File: src/rtl/tphc_pkg.sv
// ----------------------------------------------------------------------------
// tphc_pkg
// Shared types and constants of the temperature, pressure and humidity
// compensation datapath.
// ----------------------------------------------------------------------------
package tphc_pkg;

    // Number of quotient bits, one per divider stage.
    localparam int DIV_STEPS = 32;

    // Number of configuration registers and the address bits that select one.
    localparam int NUM_REGS  = 8;
    localparam int REG_AW    = 3;

    // Register indexes.
    localparam logic [REG_AW-1:0] REG_TEMP_COEFFS  = 3'd0;
    localparam logic [REG_AW-1:0] REG_PRESS_LOW    = 3'd1;
    localparam logic [REG_AW-1:0] REG_PRESS_HIGH   = 3'd2;
    localparam logic [REG_AW-1:0] REG_MIXED        = 3'd3;
    localparam logic [REG_AW-1:0] REG_HUM_OFFSET   = 3'd4;
    localparam logic [REG_AW-1:0] REG_TEMP_LIMITS  = 3'd5;
    localparam logic [REG_AW-1:0] REG_PRESS_LIMITS = 3'd6;
    localparam logic [REG_AW-1:0] REG_HUM_LIMITS   = 3'd7;

    // Humidity ceiling before the final shift, in Q10.22.
    localparam logic [31:0] HUM_CEIL = 32'd419430400;

    // Reciprocal of 1000: x / 1000 == (x * HUM_DIV_MAGIC) >> HUM_DIV_SHIFT
    // for every 32-bit unsigned x.
    localparam logic [28:0] HUM_DIV_MAGIC = 29'd274877907;
    localparam int          HUM_DIV_SHIFT = 38;

    // Data that rides alongside the pressure divider.
    typedef struct packed {
        logic [15:0] temp;
        logic [31:0] hum;
        logic        half;
        logic        zero;
    } t_side;

endpackage

File: src/rtl/tphc_div.sv
// ----------------------------------------------------------------------------
// tphc_div
// Pipelined unsigned 32-bit restoring divider, one quotient bit per stage.
// ----------------------------------------------------------------------------
module tphc_div
    import tphc_pkg::*;
(
    input  logic        i_clk,
    input  logic        i_rst_n,
    input  logic        i_adv,
    input  logic        i_valid,
    input  logic [31:0] i_num,
    input  logic [31:0] i_den,
    output logic        o_valid,
    output logic [31:0] o_quot
);

    logic [31:0]          r_rem [DIV_STEPS];
    logic [31:0]          r_nq  [DIV_STEPS];
    logic [31:0]          r_den [DIV_STEPS];
    logic [DIV_STEPS-1:0] r_v;

    logic [31:0]          n_rem [DIV_STEPS];
    logic [31:0]          n_nq  [DIV_STEPS];
    logic [31:0]          n_den [DIV_STEPS];

    // One shift, compare and subtract per stage; quotient bits fill the
    // numerator register from the bottom as its bits are consumed.
    always_comb begin
        logic [31:0] rem_in;
        logic [31:0] nq_in;
        logic [31:0] den_in;
        logic [32:0] trial;
        logic        ge;
        for (int k = 0; k < DIV_STEPS; k++) begin
            if (k == 0) begin
                rem_in = '0;
                nq_in  = i_num;
                den_in = i_den;
            end else begin
                rem_in = r_rem[k-1];
                nq_in  = r_nq[k-1];
                den_in = r_den[k-1];
            end
            trial    = {rem_in, nq_in[31]};
            ge       = (trial >= {1'b0, den_in});
            n_rem[k] = ge ? 32'(trial - {1'b0, den_in}) : trial[31:0];
            n_nq[k]  = {nq_in[30:0], ge};
            n_den[k] = den_in;
        end
    end

    // Valid bits travel with the stages.
    always_ff @(posedge i_clk) begin
        if (!i_rst_n) begin
            r_v <= '0;
        end else if (i_adv) begin
            r_v <= {r_v[DIV_STEPS-2:0], i_valid};
        end
    end

    always_ff @(posedge i_clk) begin
        if (i_adv) begin
            for (int k = 0; k < DIV_STEPS; k++) begin
                r_rem[k] <= n_rem[k];
                r_nq[k]  <= n_nq[k];
                r_den[k] <= n_den[k];
            end
        end
    end

    assign o_valid = r_v[DIV_STEPS-1];
    assign o_quot  = r_nq[DIV_STEPS-1];

endmodule

File: config.mk
export PLATFORM = sky130hd
export DESIGN_NAME = tphc_div
export DESIGN_NICKNAME = d
export VERILOG_FILES = /design/src/rtl/tphc_pkg.sv /design/src/rtl/tphc_div.sv
export SDC_FILE = /design/constraint.sdc
export NUM_CORES = 2
export LEC_CHECK = 0
export ABC_CLOCK_PERIOD_IN_PS = 4440
export BUFFER_PORTS_ARGS = -buffer_cell sky130_fd_sc_hd__buf_2
export CAP_MARGIN = 20
export CORE_MARGIN = 2
export CORE_UTILIZATION = 47
export CTS_BUF_LIST = sky130_fd_sc_hd__clkbuf_16
export CTS_CLUSTER_DIAMETER = 40
export CTS_CLUSTER_SIZE = 10
export DETAILED_ROUTE_END_ITERATION = 10
export GPL_TIMING_DRIVEN = 0
export PLACE_DENSITY = 0.72
export SYNTH_ARGS = -nofsm -noshare
export SYNTH_HDL_FRONTEND = slang
export SYNTH_SLANG_ARGS = --single-unit
File: constraint.sdc
create_clock -name i_clk -period 4.44 [get_ports i_clk]
set_input_delay 0 -clock i_clk [delete_from_list [all_inputs] [get_ports i_clk]]
set_output_delay 0 -clock i_clk [all_outputs]
set_load 0.03 [all_outputs]
# [After elaboration in Yosys (flattened, before gate mapping)]
# Memory sizes are Yosys's and may differ from the RTL's.
# Cells that the tools add are included.
# Widths: inputs -> output; s select.
[op_classes] n_addsub=32 magnitude_cmp=32 n_mux=34
[ops] op="$mux 32" count=32
[ops] op="$ge 33x32->1" count=31
[ops] op="$sub 32x32->32" count=31
[ops] op="$ge 1x32->1" count=1
[ops] op="$sub 1x32->32" count=1
[ops] op="$mux 1" count=2
[word_totals] register_bits=32 mem_bits_rw=3072 input_bits=68 out_inout_bits=33 wordCells=102 mem_count=3
[mem_list] memory="r_den" words=32 width=32 rd=31 rd_ports_with_merged_regs=0 wr=32 line="tphc_div.sv:20" rtl="logic [31:0] r_den [DIV_STEPS];"
[mem_list] memory="r_nq" words=32 width=32 rd=32 rd_ports_with_merged_regs=0 wr=32 line="tphc_div.sv:19" rtl="logic [31:0] r_nq [DIV_STEPS];"
[mem_list] memory="r_rem" words=32 width=32 rd=31 rd_ports_with_merged_regs=0 wr=32 line="tphc_div.sv:18" rtl="logic [31:0] r_rem [DIV_STEPS];"

# [Longest topological paths before layout]
[depth] word_depth=2 mapped_depth=17 ltp_nobuf=15

# [Worst setup path before layout]
# OpenSTA, ideal clock, no wires.
[synth_timing] path_type="reg-to-reg" startpoint="memory r_den[15][1], in the netlist r_den[0][481]" endpoint="memory r_rem[16][25], in the netlist r_rem[1][25] (data pin)" setup_time_ps=260 arrival_time_ps=3545 required_time_ps=4180 setup_slack_ps=636 path_stages_with_launch=16 n_path_buf=1 period_less_slack_ps=3804 path_cell_list="edfxtp_1 > inv_1 > ha_1 > nor2b_1 > o31a_1 > o21ai_1 > a21oi_1 > o41a_1 > a221o_1 > a31oi_1 > a21oi_1 > a31oi_1 > o21ai_1 > a211oi_4 > buf_6 > mux2_2"
[synth_rtl] item="start: declaration" line="tphc_div.sv:20"
[synth_rtl] item="end: declaration" line="tphc_div.sv:18"

==> results.cfg <==
[outcome]
outcome = complete, no violations

[critical_path]
path_max_fanout = 10
path_class = reg2reg
worst_path_largest_cell_delay_ps = 470
cp_cell_sequence = ha_1, nor2b_1, o31a_1, o21ai_2, a21oi_2, o41a_1, a221o_1, a31oi_2, a21oi_2, a31oi_1, o21ai_1, a211oi_4, buf_12, buf_8, mux2_2
worst_ep_required_time_ps = 5130
path_common_cell = a21oi_2
end_kind = flop
startpoint_type = flop
crit_path_top_delay_cell = edfxtp_1
arrival_ps = 5020

[global_route]
gr-usage-all-layers_pct = 20.19
gr-total-overflow = 0
grt_pass1_vias = 95530
grt_pass1_wl_um = 533100
grt_max_degree = 182
grt_antenna_before_repair = 19

[floorplan]
die_y_um = 577.0
initial_core_util_pct = 47.18
die_w_um = 577.0
fp.coreArea_um2 = 327100
io_pins = 101
std_cell_rows = 210
die_area_um2 = 333000

[cells_and_area]
utilization_pct = 54.75
mostFrequentLayoutCells = 3008 x edfxtp_1, 1261 x inv_1, 1139 x a21oi_1, 994 x ha_1, 754 x nand2_1
fin_nets = 14580
synthToLayoutAreaGrowth_pct = 16.05
fillers = 27230
final_common_cell = edfxtp_1
finalNonFillerCells = 18210
seq_area_um2 = 90970
multi_input_area_um2 = 57730
drive_gt1_share_pct = 11.52

[yosys]
synth-seq-area-share_pct = 58.94
syn-cell-area_um2 = 154300
yosysUniqueCellTypes = 94
synthCells = 12700
synth_area_per_cell_um2 = 12.15
yosysWarningCount = 0
synth_edf_count = 3008
synth-main-ff-cell = edfxtp_1
ys_seq_elements = 3040
syn_nets = 13790
synthArstFlopShare_pct = 0

[clocking]
cts-root-buf = clkbuf_16
tritoncts = yes
numClockSinks = 3040
clock_path_buffers = 4
clk_pin_slew_ps = 50
clk_latency_ps = 970
numCtsBuffers = 481
htreeDepth = 5

[place]
portBuffers = 100
gp_congestion = 0.9337
place_hpwl_um = 246900
place_inst = 17170
dp_slack_ps = -996.2

[detailed_routing]
firstDrtPassIters = 9
routed_wl_um = 344700
drtIter0Drc = 8568
remaining_drc_errors = 0
vias = 99370
post_drt_via_cell_ratio = 5.458
wire_per_inst_um = 18.94
ant_nets = 0

[sta]
report.final.hold_viol_count = 0
fin_ws_ps = 110.8
max_slew_margin_pct = 22.54
drv_slew = 0
min_period_over_period_pct = 97.50
setup_viol_count_final = 0
fmax_mhz = 231.0
skew_ps = 57.93
tightest_slew_ps = 1151
period_needed_ps = 4329
tns_ps = 0

[power_and_ir_drop]
p_sw_mw = 48.52
p_int_mw = 86.92
power_density_nw_per_um2 = 756.2
switching_share_pct = 35.82
irDropWorstVdd_mv = 0.4224
combPwrFrac_pct = 40.3
p_seq_share_pct = 33.1
clkPwrFrac_pct = 26.5
p_total_mw = 135.4
leakage_nw = 72.08

[worst_hold_path]
hold_class = in2reg

[flow_run]
drv_cap = 0
-- Yosys cell counts (15+ instances only) --
cell	count	area (µm²)
o21ai_1	24	120.1
o21a_1	126	945.9
nor3_1	120	600.6
a221oi_1	24	210.2
a21oi_1	1147	5741
inv_1	1219	4576
nand4_1	168	1051
a221o_1	24	240.2
o21bai_1	109	818.3
nand3_1	208	1041
nand2_1	755	2834
a211o_1	30	262.8
edfxtp_1	3008	90330
buf_4	35	262.8
xnor2_1	496	4344
fa_1	30	600.6
and4_1	20	175.2
a31o_2	19	166.4
a21o_1	515	3866
buf_1	15	56.30
o31ai_1	49	367.9
o21ai_0	686	3433
or2_2	33	206.5
nand2b_1	138	863.3
mux2_2	383	4313
nor2_1	728	2733
o31a_1	27	236.5
dfxtp_1	32	640.6
and3_1	94	588.1
o41a_1	17	191.4
buf_2	32	160.2
nor4_1	42	262.8
clkbuf_1	274	1028
a211oi_1	73	548.0
a31oi_1	89	556.8
o211ai_1	30	225.2
ha_1	994	12440
or3_1	33	206.5
nor2b_1	175	1095
o2111ai_1	15	131.4
xor2_1	329	2882
and2_1	35	219.0
a21boi_0	37	277.8
mux2i_1	67	670.6
a41oi_1	17	148.9
-- per-layer routing --
layer	global-route usage [%]	wire length (µm)	share of wire (%)
met3	4.217	23740	6.9
met2	30.90	153300	44
met5	0	65	0.019
met4	6.508	9794	2.8
met1	28.71	157900	46
-- per-stage QoR --
| step | hold slack [ps] | instance area [µm²] |
|---|---|---|
| 5_1_grt | 109.2 | 179100 |
| 4_1_cts | 21.13 | 178400 |
| 6_report | 121.1 | 179100 |
| 3_5_place_dp | 178.1 | 160800 |
| 3_3_place_gp | 176.4 | 160300 |
| 2_1_floorplan | 98.87 | 154300 |
-- state kept, by name, summed over array words and instances (netlist names) --
name and flops:
r_rem 992, r_den 992, r_v 32, r_nq 1024
-- logic make-up after synthesis --
kind of cell	Yosys count	synth area share, %
buffers and inverters	1579	3.966
adders and majority gates	1024	8.448
DFF	3040	58.94
muxes	452	3.244
and+or+nand+nor	2601	7.977
xor gates and xnor gates	825	4.682
AOI/OAI and AO/OA	3180	12.74
-- final cells by class --
cell class | instances | area share, %
flip-flops and latches | 3040 | 50.79
multi-input cells | 8082 | 32.23
clock buffers | 484 | 6.762
well taps | 4346 | 3.036
inverters | 1220 | 2.561
clock inverters | 362 | 1.983
repair buffers | 310 | 1.700
plain buffers | 352 | 0.9207
diodes | 9 | 0.01257
-- worst paths after layout --
path / start / endpoint / slack, ps / cells past startpoint
max: r_rem[0][480]$_DFFE_PP_ / r_rem[1][26]$_DFFE_PP_ / 110 / 15
min: i_den[0] / r_rem[0][0]$_DFFE_PP_ / 120 / 4
max reg2reg: r_rem[0][480]$_DFFE_PP_ / r_rem[1][26]$_DFFE_PP_ / 110 / 15
min reg2reg: r_nq[0][314]$_DFFE_PP_ / r_nq[0][347]$_DFFE_PP_ / 380 / 0
-- power by group through the flow --
stage / Sequential, mW / Combinational, mW / Clock (mW)
2_1_floorplan: 43.3 / 40.3 / 0
3_3_place_gp: 47.6 / 51.3 / 0
3_5_place_dp: 45.4 / 52.3 / 0
4_1_cts: 44.9 / 53.3 / 36.8
5_1_grt: 45.4 / 60.5 / 38.1
6_report: 44.8 / 54.6 / 36.0
-- critical path: cells and delay by family, from the launching register on --
family	cells	cell delay [ps]
flops	1	470
fa+ha+maj	1	320
buf+inv	2	350
simple gates	1	150
compound gates	10	2380
mux	1	380
-- repair_timing --
action,4_1_cts,5_1_grt
hold buffers,145,0
setup endpoints to repair,703,1106
gates cloned,0,2
resized for setup,91,145
endpoints found under the hold margin,449,0
setup buffers,14,25
pin swaps,8,17
Power figures use the tool's default switching activity.
